==> config.mk <==
export PLATFORM = sky130hd
export DESIGN_NAME = headset_jack_and_hook_key_detector_core
export DESIGN_NICKNAME = d
export VERILOG_FILES = /design/src/sv/hsjd_pkg.sv /design/src/sv/hsjd_step.sv /design/src/sv/headset_jack_and_hook_key_detector_core.sv
export SDC_FILE = /design/constraint.sdc
export NUM_CORES = 1
export LEC_CHECK = 0
export BUFFER_PORTS_ARGS = -buffer_cell sky130_fd_sc_hd__clkbuf_2
export CAP_MARGIN = 15
export CORE_MARGIN = 2
export CORE_UTILIZATION = 61
export DETAILED_ROUTE_END_ITERATION = 8
export GPL_TIMING_DRIVEN = 0
export HOLD_SLACK_MARGIN = 0.06
export PLACE_DENSITY = 0.77
export SLEW_MARGIN = 20
export SYNTH_ARGS = -nofsm -noshare
export SYNTH_HDL_FRONTEND = slang
export SYNTH_SLANG_ARGS = --single-unit
==> constraint.sdc <==
create_clock -name clk_i -period 8.4 [get_ports clk_i]
set_clock_uncertainty 0.05 [all_clocks]
set_input_delay 1.26 -clock clk_i [delete_from_list [all_inputs] [get_ports clk_i]]
set_output_delay 1.26 -clock clk_i [all_outputs]
set_load 0.02 [all_outputs]
==> src/sv/hsjd_pkg.sv <==
// shared types and constants for the headset jack and hook key detector
package hsjd_pkg;

  // default mic line voltage width
  localparam int unsigned MV_BITS = 12;

  // register reset values
  localparam logic [7:0]  STABLE_COUNT_RESET   = 8'd15;
  localparam int unsigned MIC_LOW_RESET        = 1;
  localparam int unsigned MIC_HIGH_RESET       = 1900;
  localparam int unsigned PRESS_RESET          = 10;
  localparam logic [5:0]  WINDOW_RESET         = 6'd10;
  localparam logic [9:0]  SETTLE_RESET         = 10'd20;
  localparam logic        PLUGGED_LEVEL_RESET  = 1'b1;

  // configuration register indexes
  localparam int unsigned CFG_ADDR_W = 3;
  localparam logic [CFG_ADDR_W-1:0] REG_STABLE_COUNT  = 3'd0;
  localparam logic [CFG_ADDR_W-1:0] REG_MIC_LOW       = 3'd1;
  localparam logic [CFG_ADDR_W-1:0] REG_MIC_HIGH      = 3'd2;
  localparam logic [CFG_ADDR_W-1:0] REG_PRESS         = 3'd3;
  localparam logic [CFG_ADDR_W-1:0] REG_WINDOW        = 3'd4;
  localparam logic [CFG_ADDR_W-1:0] REG_SETTLE        = 3'd5;
  localparam logic [CFG_ADDR_W-1:0] REG_PLUGGED_LEVEL = 3'd6;

  typedef enum logic [1:0] {
    JACK_NONE   = 2'd0,
    JACK_MIC    = 2'd1,
    JACK_NO_MIC = 2'd2
  } jack_e;

  typedef enum logic [1:0] {
    KEY_NONE   = 2'd0,
    KEY_ANSWER = 2'd1,
    KEY_REJECT = 2'd2
  } key_e;

  typedef enum logic [1:0] {
    PH_IDLE     = 2'd0,
    PH_DEBOUNCE = 2'd1,
    PH_SETTLE   = 2'd2
  } phase_e;

  // detector state carried from tick to tick
  typedef struct packed {
    jack_e      reported_jack;
    phase_e     phase;
    logic [7:0] match_run;
    logic [7:0] mismatch_run;
    logic [9:0] settle_left;
    logic [5:0] window_pos;
    logic [5:0] pressed_count;
    logic       bias_on;
    logic       last_pressed;
  } state_t;

  localparam state_t STATE_RESET = '{
    reported_jack: JACK_NONE,
    phase:         PH_IDLE,
    match_run:     8'd0,
    mismatch_run:  8'd0,
    settle_left:   10'd0,
    window_pos:    6'd0,
    pressed_count: 6'd0,
    bias_on:       1'b0,
    last_pressed:  1'b0
  };

  // one result per tick
  typedef struct packed {
    logic  state_changed;
    logic  button_down;
    key_e  key_event;
    logic  mic_bias;
    jack_e jack_state;
  } result_t;

endpackage

==> src/sv/hsjd_step.sv <==
// next-state and result logic for one sample tick
module hsjd_step #(
  parameter int unsigned MV_BITS = hsjd_pkg::MV_BITS
) (
  input  hsjd_pkg::state_t  state_i,
  input  logic              jack_level_i,
  input  logic [MV_BITS-1:0] mic_mv_i,
  input  logic              call_active_i,
  input  logic [7:0]        stable_count_i,
  input  logic [MV_BITS-1:0] mic_low_mv_i,
  input  logic [MV_BITS-1:0] mic_high_mv_i,
  input  logic [MV_BITS-1:0] press_mv_i,
  input  logic [5:0]        window_samples_i,
  input  logic [9:0]        settle_ticks_i,
  input  logic              plugged_level_i,
  output hsjd_pkg::state_t  state_o,
  output hsjd_pkg::result_t result_o
);

  logic plugged, disagree, in_idle, want_plugged, deb_active, deb_match;
  logic deb_accept, deb_abandon, pressed, hook_scan, win_take, win_done;
  logic settle_done, classify_mic, changed;
  logic [7:0] match_base, mismatch_base, mismatch_inc;
  logic [5:0] pc_new, wp_new;
  hsjd_pkg::key_e   key;
  hsjd_pkg::state_t nxt;

  // jack debounce conditions
  assign plugged      = (jack_level_i == plugged_level_i);
  assign want_plugged = (state_i.reported_jack == hsjd_pkg::JACK_NONE);
  assign disagree     = plugged ? want_plugged : !want_plugged;
  assign in_idle      = (state_i.phase == hsjd_pkg::PH_IDLE);
  assign deb_active   = (state_i.phase == hsjd_pkg::PH_DEBOUNCE) || (in_idle && disagree);
  assign match_base    = in_idle ? 8'd0 : state_i.match_run;
  assign mismatch_base = in_idle ? 8'd0 : state_i.mismatch_run;
  assign mismatch_inc  = (mismatch_base != 8'hFF) ? mismatch_base + 8'd1 : mismatch_base;
  assign deb_match     = (plugged == want_plugged);
  assign deb_accept    = deb_active && deb_match && (match_base >= stable_count_i);
  assign deb_abandon   = deb_active && !deb_match && (mismatch_inc >= stable_count_i);

  // hook key window scan
  assign pressed   = (mic_mv_i <= press_mv_i);
  assign hook_scan = in_idle && !disagree && call_active_i &&
                     (state_i.reported_jack == hsjd_pkg::JACK_MIC);
  assign win_take  = hook_scan && ((state_i.window_pos != 6'd0) || pressed);
  assign pc_new    = state_i.pressed_count + {5'd0, pressed};
  assign wp_new    = state_i.window_pos + 6'd1;
  assign win_done  = win_take && (wp_new >= window_samples_i);

  // settling and classification
  assign settle_done  = (state_i.phase == hsjd_pkg::PH_SETTLE) &&
                        (state_i.settle_left == 10'd0);
  assign classify_mic = (mic_mv_i >= mic_low_mv_i) && (mic_mv_i <= mic_high_mv_i);

  // tick result flags
  always_comb begin
    key     = hsjd_pkg::KEY_NONE;
    changed = settle_done || (deb_accept && !want_plugged);
    if (win_done && (window_samples_i != 6'd0)) begin
      if (pc_new == window_samples_i) begin
        key = hsjd_pkg::KEY_REJECT;
      end else if (pc_new > 6'd1) begin
        key = hsjd_pkg::KEY_ANSWER;
      end
    end
  end

  // next state
  always_comb begin
    nxt = state_i;
    unique case (state_i.phase)
      hsjd_pkg::PH_IDLE: begin
        if (disagree) begin
          nxt.phase         = hsjd_pkg::PH_DEBOUNCE;
          nxt.window_pos    = 6'd0;
          nxt.pressed_count = 6'd0;
        end else if (hook_scan) begin
          nxt.last_pressed = pressed;
          if (win_done) begin
            nxt.window_pos    = 6'd0;
            nxt.pressed_count = 6'd0;
          end else if (win_take) begin
            nxt.window_pos    = wp_new;
            nxt.pressed_count = pc_new;
          end
        end else begin
          nxt.window_pos    = 6'd0;
          nxt.pressed_count = 6'd0;
        end
      end
      hsjd_pkg::PH_DEBOUNCE: begin
      end
      hsjd_pkg::PH_SETTLE: begin
        if (!settle_done) begin
          nxt.settle_left = state_i.settle_left - 10'd1;
        end else begin
          nxt.reported_jack = classify_mic ? hsjd_pkg::JACK_MIC : hsjd_pkg::JACK_NO_MIC;
          nxt.bias_on       = 1'b0;
          nxt.phase         = hsjd_pkg::PH_IDLE;
          nxt.window_pos    = 6'd0;
          nxt.pressed_count = 6'd0;
        end
      end
      default: begin
      end
    endcase

    // debounce counting, also on the tick that opens it
    if (deb_active) begin
      if (deb_match) begin
        nxt.mismatch_run = 8'd0;
        if (deb_accept) begin
          nxt.phase         = hsjd_pkg::PH_IDLE;
          nxt.match_run     = 8'd0;
          nxt.window_pos    = 6'd0;
          nxt.pressed_count = 6'd0;
          if (want_plugged) begin
            nxt.bias_on     = 1'b1;
            nxt.settle_left = settle_ticks_i;
            nxt.phase       = hsjd_pkg::PH_SETTLE;
          end else begin
            nxt.reported_jack = hsjd_pkg::JACK_NONE;
          end
        end else begin
          nxt.match_run = match_base + 8'd1;
        end
      end else begin
        nxt.match_run    = 8'd0;
        nxt.mismatch_run = mismatch_inc;
        if (deb_abandon) begin
          nxt.phase        = hsjd_pkg::PH_IDLE;
          nxt.mismatch_run = 8'd0;
        end
      end
    end

    // bias follows the call outside settling, but stays off on the tick that ends settling
    if ((nxt.phase != hsjd_pkg::PH_SETTLE) &&
        !(changed && (nxt.reported_jack != hsjd_pkg::JACK_NONE))) begin
      nxt.bias_on = (nxt.reported_jack == hsjd_pkg::JACK_MIC) && call_active_i;
    end
  end

  assign state_o = nxt;

  // result fields
  always_comb begin
    result_o.jack_state    = nxt.reported_jack;
    result_o.mic_bias      = nxt.bias_on;
    result_o.key_event     = key;
    result_o.button_down   = nxt.last_pressed;
    result_o.state_changed = changed;
  end

endmodule

==> src/sv/headset_jack_and_hook_key_detector_core.sv <==
// top level: headset jack debounce, mic classification and hook key detection
// an accepted sample request has its result in the output register in the next cycle
// throughput: one sample per cycle while the output is drained; the state register updates on every accepted request
// the input stays ready while a result waits, as long as the output is being drained
// reset (async, active low) clears detector state to no device and loads register defaults
module headset_jack_and_hook_key_detector_core #(
  parameter  int unsigned MV_BITS  = hsjd_pkg::MV_BITS,
  localparam int unsigned CfgDataW = (MV_BITS > 10) ? MV_BITS : 10,
  localparam int unsigned InDataW  = ((MV_BITS + 2 + 7) / 8) * 8
) (
  input  logic clk_i,
  input  logic rst_ni,
  // configuration writes
  input  logic                            cfg_valid_i,
  output logic                            cfg_ready_o,
  input  logic [hsjd_pkg::CFG_ADDR_W-1:0] cfg_addr_i,
  input  logic [CfgDataW-1:0]             cfg_data_i,
  // sample requests
  input  logic                s_axis_tvalid,
  output logic                s_axis_tready,
  // tdata: jack_level, mic_mv, call_active, zero fill
  input  logic [InDataW-1:0]  s_axis_tdata,
  // result requests
  output logic                m_axis_tvalid,
  input  logic                m_axis_tready,
  // tdata: jack_state, mic_bias, key_event, button_down, state_changed, zero fill
  output logic [7:0]          m_axis_tdata
);

  logic [7:0]         stable_count_q;
  logic [MV_BITS-1:0] mic_low_mv_q, mic_high_mv_q, press_mv_q;
  logic [5:0]         window_samples_q;
  logic [9:0]         settle_ticks_q;
  logic               plugged_level_q;

  hsjd_pkg::state_t  state_q, state_d;
  hsjd_pkg::result_t res_d, res_q;
  logic              out_valid_q, out_valid_d;
  logic              s_fire, cfg_fire;

  assign cfg_ready_o = 1'b1;
  assign cfg_fire    = cfg_valid_i && cfg_ready_o;

  // configuration registers
  always_ff @(posedge clk_i or negedge rst_ni) begin
    if (!rst_ni) begin
      stable_count_q   <= hsjd_pkg::STABLE_COUNT_RESET;
      mic_low_mv_q     <= MV_BITS'(hsjd_pkg::MIC_LOW_RESET);
      mic_high_mv_q    <= MV_BITS'(hsjd_pkg::MIC_HIGH_RESET);
      press_mv_q       <= MV_BITS'(hsjd_pkg::PRESS_RESET);
      window_samples_q <= hsjd_pkg::WINDOW_RESET;
      settle_ticks_q   <= hsjd_pkg::SETTLE_RESET;
      plugged_level_q  <= hsjd_pkg::PLUGGED_LEVEL_RESET;
    end else if (cfg_fire) begin
      unique case (cfg_addr_i)
        hsjd_pkg::REG_STABLE_COUNT:  stable_count_q   <= cfg_data_i[7:0];
        hsjd_pkg::REG_MIC_LOW:       mic_low_mv_q     <= cfg_data_i[MV_BITS-1:0];
        hsjd_pkg::REG_MIC_HIGH:      mic_high_mv_q    <= cfg_data_i[MV_BITS-1:0];
        hsjd_pkg::REG_PRESS:         press_mv_q       <= cfg_data_i[MV_BITS-1:0];
        hsjd_pkg::REG_WINDOW:        window_samples_q <= cfg_data_i[5:0];
        hsjd_pkg::REG_SETTLE:        settle_ticks_q   <= cfg_data_i[9:0];
        hsjd_pkg::REG_PLUGGED_LEVEL: plugged_level_q  <= cfg_data_i[0];
        default: begin
        end
      endcase
    end
  end

  // handshake: the output register parts the two sides
  assign s_axis_tready = !out_valid_q || m_axis_tready;
  assign s_fire        = s_axis_tvalid && s_axis_tready;
  assign out_valid_d   = s_fire ? 1'b1 : (m_axis_tready ? 1'b0 : out_valid_q);

  hsjd_step #(
    .MV_BITS(MV_BITS)
  ) u_step (
    .state_i          (state_q),
    .jack_level_i     (s_axis_tdata[0]),
    .mic_mv_i         (s_axis_tdata[MV_BITS:1]),
    .call_active_i    (s_axis_tdata[MV_BITS+1]),
    .stable_count_i   (stable_count_q),
    .mic_low_mv_i     (mic_low_mv_q),
    .mic_high_mv_i    (mic_high_mv_q),
    .press_mv_i       (press_mv_q),
    .window_samples_i (window_samples_q),
    .settle_ticks_i   (settle_ticks_q),
    .plugged_level_i  (plugged_level_q),
    .state_o          (state_d),
    .result_o         (res_d)
  );

  // detector state and output valid
  always_ff @(posedge clk_i or negedge rst_ni) begin
    if (!rst_ni) begin
      state_q     <= hsjd_pkg::STATE_RESET;
      out_valid_q <= 1'b0;
    end else begin
      out_valid_q <= out_valid_d;
      if (s_fire) begin
        state_q <= state_d;
      end
    end
  end

  // result payload
  always_ff @(posedge clk_i) begin
    if (s_fire) begin
      res_q <= res_d;
    end
  end

  assign m_axis_tvalid = out_valid_q;
  assign m_axis_tdata  = {1'b0, res_q};

`ifndef NO_ASSERTIONS
  // a reported change really changes the jack state
  a_change_real: assert property (@(posedge clk_i) disable iff (!rst_ni)
    (s_fire && res_d.state_changed) |-> (state_d.reported_jack != state_q.reported_jack))
    else $error("state_changed without a jack state change");

  // settling only follows a plug-in from no device
  a_settle_from_none: assert property (@(posedge clk_i) disable iff (!rst_ni)
    (state_q.phase == hsjd_pkg::PH_SETTLE) |-> (state_q.reported_jack == hsjd_pkg::JACK_NONE))
    else $error("settling with a device already reported");

  // key events only with a headset with mic and no jack change
  a_key_needs_mic: assert property (@(posedge clk_i) disable iff (!rst_ni)
    (s_fire && (res_d.key_event != hsjd_pkg::KEY_NONE)) |->
    ((res_d.jack_state == hsjd_pkg::JACK_MIC) && !res_d.state_changed))
    else $error("key event without headset with mic");

  // pressed count never runs ahead of the window position
  a_window_count: assert property (@(posedge clk_i) disable iff (!rst_ni)
    state_q.pressed_count <= state_q.window_pos)
    else $error("pressed count exceeds window position");
`endif

endmodule
==> run_results.csv <==
group,metric,value,unit
die,num_rows,38,
clocking,clock_sinks,113,
die,ios,47,
status,status,"complete, no violations",
synth,synth.area.top_cells,"dfrtp_1, ha_1, dfstp_2",
worst_setup_path,worstSetupEndpointType,"register",
power,comb_power_share,22.8,%
synth,syn_nets,809,
routing,drt-total-wl,15.8,mm
cells_and_area,mostFrequentLayoutCell,"dfrtp_1",
timing,hold_viol_final,0,
synth,synth_enable_flop_cells,7,
timing,fin_crit_sh,52.9,%
routing,via_per_inst,5.96,
worst_setup_path,rr_startpoint,"state_q[41]",
die,initial_core_util,62.3,%
synth,synth_area,0.00672,mm^2
cells_and_area,design_area,0.00774,mm^2
synth,ys_types,62,
grt,grt_pass1_vias,5486,
timing,slew_headroom,43.3,%
timing,setup_viol_count_final,0,
power,power_leakage,3.60,nW
power,clockPowerShare,38.5,%
grt,grt_pass1_wl,26.1,mm
clocking,post-cts-setup-buffers,0,
power,power_frac_seq,38.7,%
worst_hold_path,min_path_cells,1,
clocking,cts_hold_buf,0,
cells_and_area,final_cell_mix,"dfrtp_1, nand2_1, inv_1",
placed_design,gp_congestion,0.875,
worst_setup_path,worstPathArrival,4.87,ns
routing,dr_total_vias,5497,
worst_setup_path,crit_type,"reg -> reg",
routing,drc_errors,0,
clocking,cts.htree.levels,4,
power,vdd_drop_max,0.173,mV
synth,syn_avg_cell_area,9.49,um^2
timing,worst_pin_slew,0.844,ns
clocking,clockBufferDepth,2,
clocking,clk_latency,0.54,ns
worst_setup_path,cp_max_fo,8,
job,cap_violations,0,
power,switching_share,30.2,%
cells_and_area,drive_gt1_share,17.4,%
routing,dr.pass1.iters,5,
power,p_int,1.31,mW
power,totalPowerFinal,1.87,mW
clocking,cts_tree,"built",
die,dieWidth,109,um
grt,grt_overflow,0,
routing,drtAntennaViolNets,0,
worst_setup_path,critPathCapture,"state_q[29]",
worst_setup_path,path_common_cell,"nand3_1",
placed_design,place_area,0.00714,mm^2
grt,grt_use_total,28.9,%
cells_and_area,antennaDiodeCount,0,
clocking,clk_pin_slew_worst_paths,0.06,ns
cells_and_area,synthToLayoutAreaGrowth,15.2,%
synth,synth_top_area_cell,"dfrtp_1",
clocking,cts_root_buffer,"clkbuf_8",
routing,wl_per_cell,17.1,um
placed_design,io_buffers,42,
synth,yosys_warnings,0,
die,die-area,0.0119,mm^2
worst_setup_path,worst_path_max_delay_cell,"nor3_1",
worst_setup_path,r2r_slack,3.96,ns
worst_setup_path,r2r-end,"state_q[29]",
worst_hold_path,worstHoldPathType,"reg -> reg",
synth,ys_seq_area_share,42.9,%
timing,fin_crit,4.44,ns
worst_setup_path,reg2reg_depth,18,
timing,slew_violations,0,
routing,drtIter0Drc,377,
synth,postSynthRegisterBits,113,
worst_setup_path,cp-startpoint,"state_q[41]",
power,power_switching,0.565,mW
synth,async_reset_ff_share,93.8,%
grt,grt_max_degree,67,
worst_setup_path,cp_cell_sequence,"or2_0 -> clkbuf_2 -> and2_1 -> ha_1 -> nand3_1 -> nor3_1 -> nor3_1 -> nand3_1 -> and2_1 -> o21a_1 -> ha_1 -> nand3_1 -> o22ai_1 -> nor4b_1 -> and3_1 -> clkbuf_1 -> o21ai_0 -> nand2_1",
placed_design,place_hpwl,11.1,mm
synth,synth_ff_type,"dfrtp_1",
clocking,cts_made_buffers,17,
worst_setup_path,max_stage_delay,0.53,ns
synth,netlist_instances,708,
timing,tns,0,ns
clocking,cts_resized,0,
synth,yosysTopAreaCellShare,32.4,%
cells_and_area,nets,871,
worst_setup_path,cp-start-kind,"register",
die,die_h,109,um
worst_setup_path,crit_required,8.82,ns
timing,rsz0062_at_grt,"false",
power,p_per_area,242,mW/mm^2
grt,grt_antenna_before_repair,0,
die,coreArea,0.0108,mm^2
timing,max_freq,225,MHz
[per-layer routing]
metal / GRT usage [%] / wire (um)
met1: 36.5 / 6840
met2: 47.3 / 7820
met3: 5.68 / 745
met4: 14.7 / 363
met5: 0 / 0
[state kept, by name (all words and copies together), names as in the netlist]
name	cells
m_axis_tdata	7
window_samples_q	6
mic_high_mv_q	12
settle_ticks_q	10
mic_low_mv_q	12
plugged_level_q	1
stable_count_q	8
state_q	44
press_mv_q	12
m_axis_tvalid	1
[cells by family (layout without fill, tap and decap cells)]
| family | Yosys count | in the layout | share of synthesized area [%] |
|---|---|---|---|
| AOI/OAI and AO/OA | 167 | 167 | 15.2 |
| other | 2 | 2 | 0.112 |
| DFF | 113 | 113 | 42.9 |
| xor gates and xnor gates | 17 | 17 | 2.22 |
| buffers and inverters | 90 | 165 | 5.44 |
| muxes | 30 | 30 | 5.01 |
| adders and majority gates | 65 | 65 | 12.1 |
| and+or+nand+nor | 224 | 224 | 17.0 |
[power by group through the flow]
stage | clock network, mW | registers, mW | logic [mW]
3_3_place_gp | 0 | 0.723 | 0.388
3_5_place_dp | 0 | 0.728 | 0.416
6_report | 0.720 | 0.725 | 0.427
4_1_cts | 0.725 | 0.723 | 0.426
2_1_floorplan | 0 | 0.711 | 0.303
5_1_grt | 0.748 | 0.734 | 0.484
[cell usage after synthesis, types with 13 or more instances]
library cell and n:
a21oi_1 41, a22o_1 13, clkbuf_1 15, dfrtp_1 87
dfstp_2 19, ha_1 65, inv_1 66, mux2_2 29
nand2_1 83, nand2b_1 14, nand3_1 23, nor2_1 33
o21ai_0 55
[stage by stage]
stage          utilization, %  instances  setup WS, ns  hold WS [ns]
2_1_floorplan               -        708          4.50         0.414
3_3_place_gp             65.8        890          3.95         0.439
3_5_place_dp             66.2        891          3.84         0.443
4_1_cts                  71.7        923          4.06         0.457
5_1_grt                  71.7        923          3.63         0.470
6_report                 71.7        923          3.96         0.457
[critical path: cells and delay by family, from the launching register on]
kind / cells / cell delay (ns)
and+or+nand+nor: 11 / 2.33
DFF: 1 / 0.48
adders and majority gates: 2 / 0.52
buffers and inverters: 2 / 0.51
AOI/OAI and AO/OA: 3 / 0.49
[worst min-delay path by stage]
stage | start | end | slack [ns]
floorplan | state_q[38] | state_q[38] | 0.41
detailed placement | press_mv_q[10] | press_mv_q[10] | 0.44
global placement | press_mv_q[9] | press_mv_q[9] | 0.44
CTS | state_q[38] | state_q[38] | 0.46
finish | state_q[38] | state_q[38] | 0.46
global route | state_q[0] | state_q[0] | 0.47
[layout make-up]
class / instances / area, um^2
well taps: 140 / 175
clock inverters: 9 / 100
fillers: 776 / 3050
clock buffers: 23 / 499
repair buffers: 43 / 246
multi-input cells: 505 / 3470
flip-flops and latches: 113 / 2890
inverters: 66 / 248
plain buffers: 24 / 118
(Power assumes the default switching activity.)
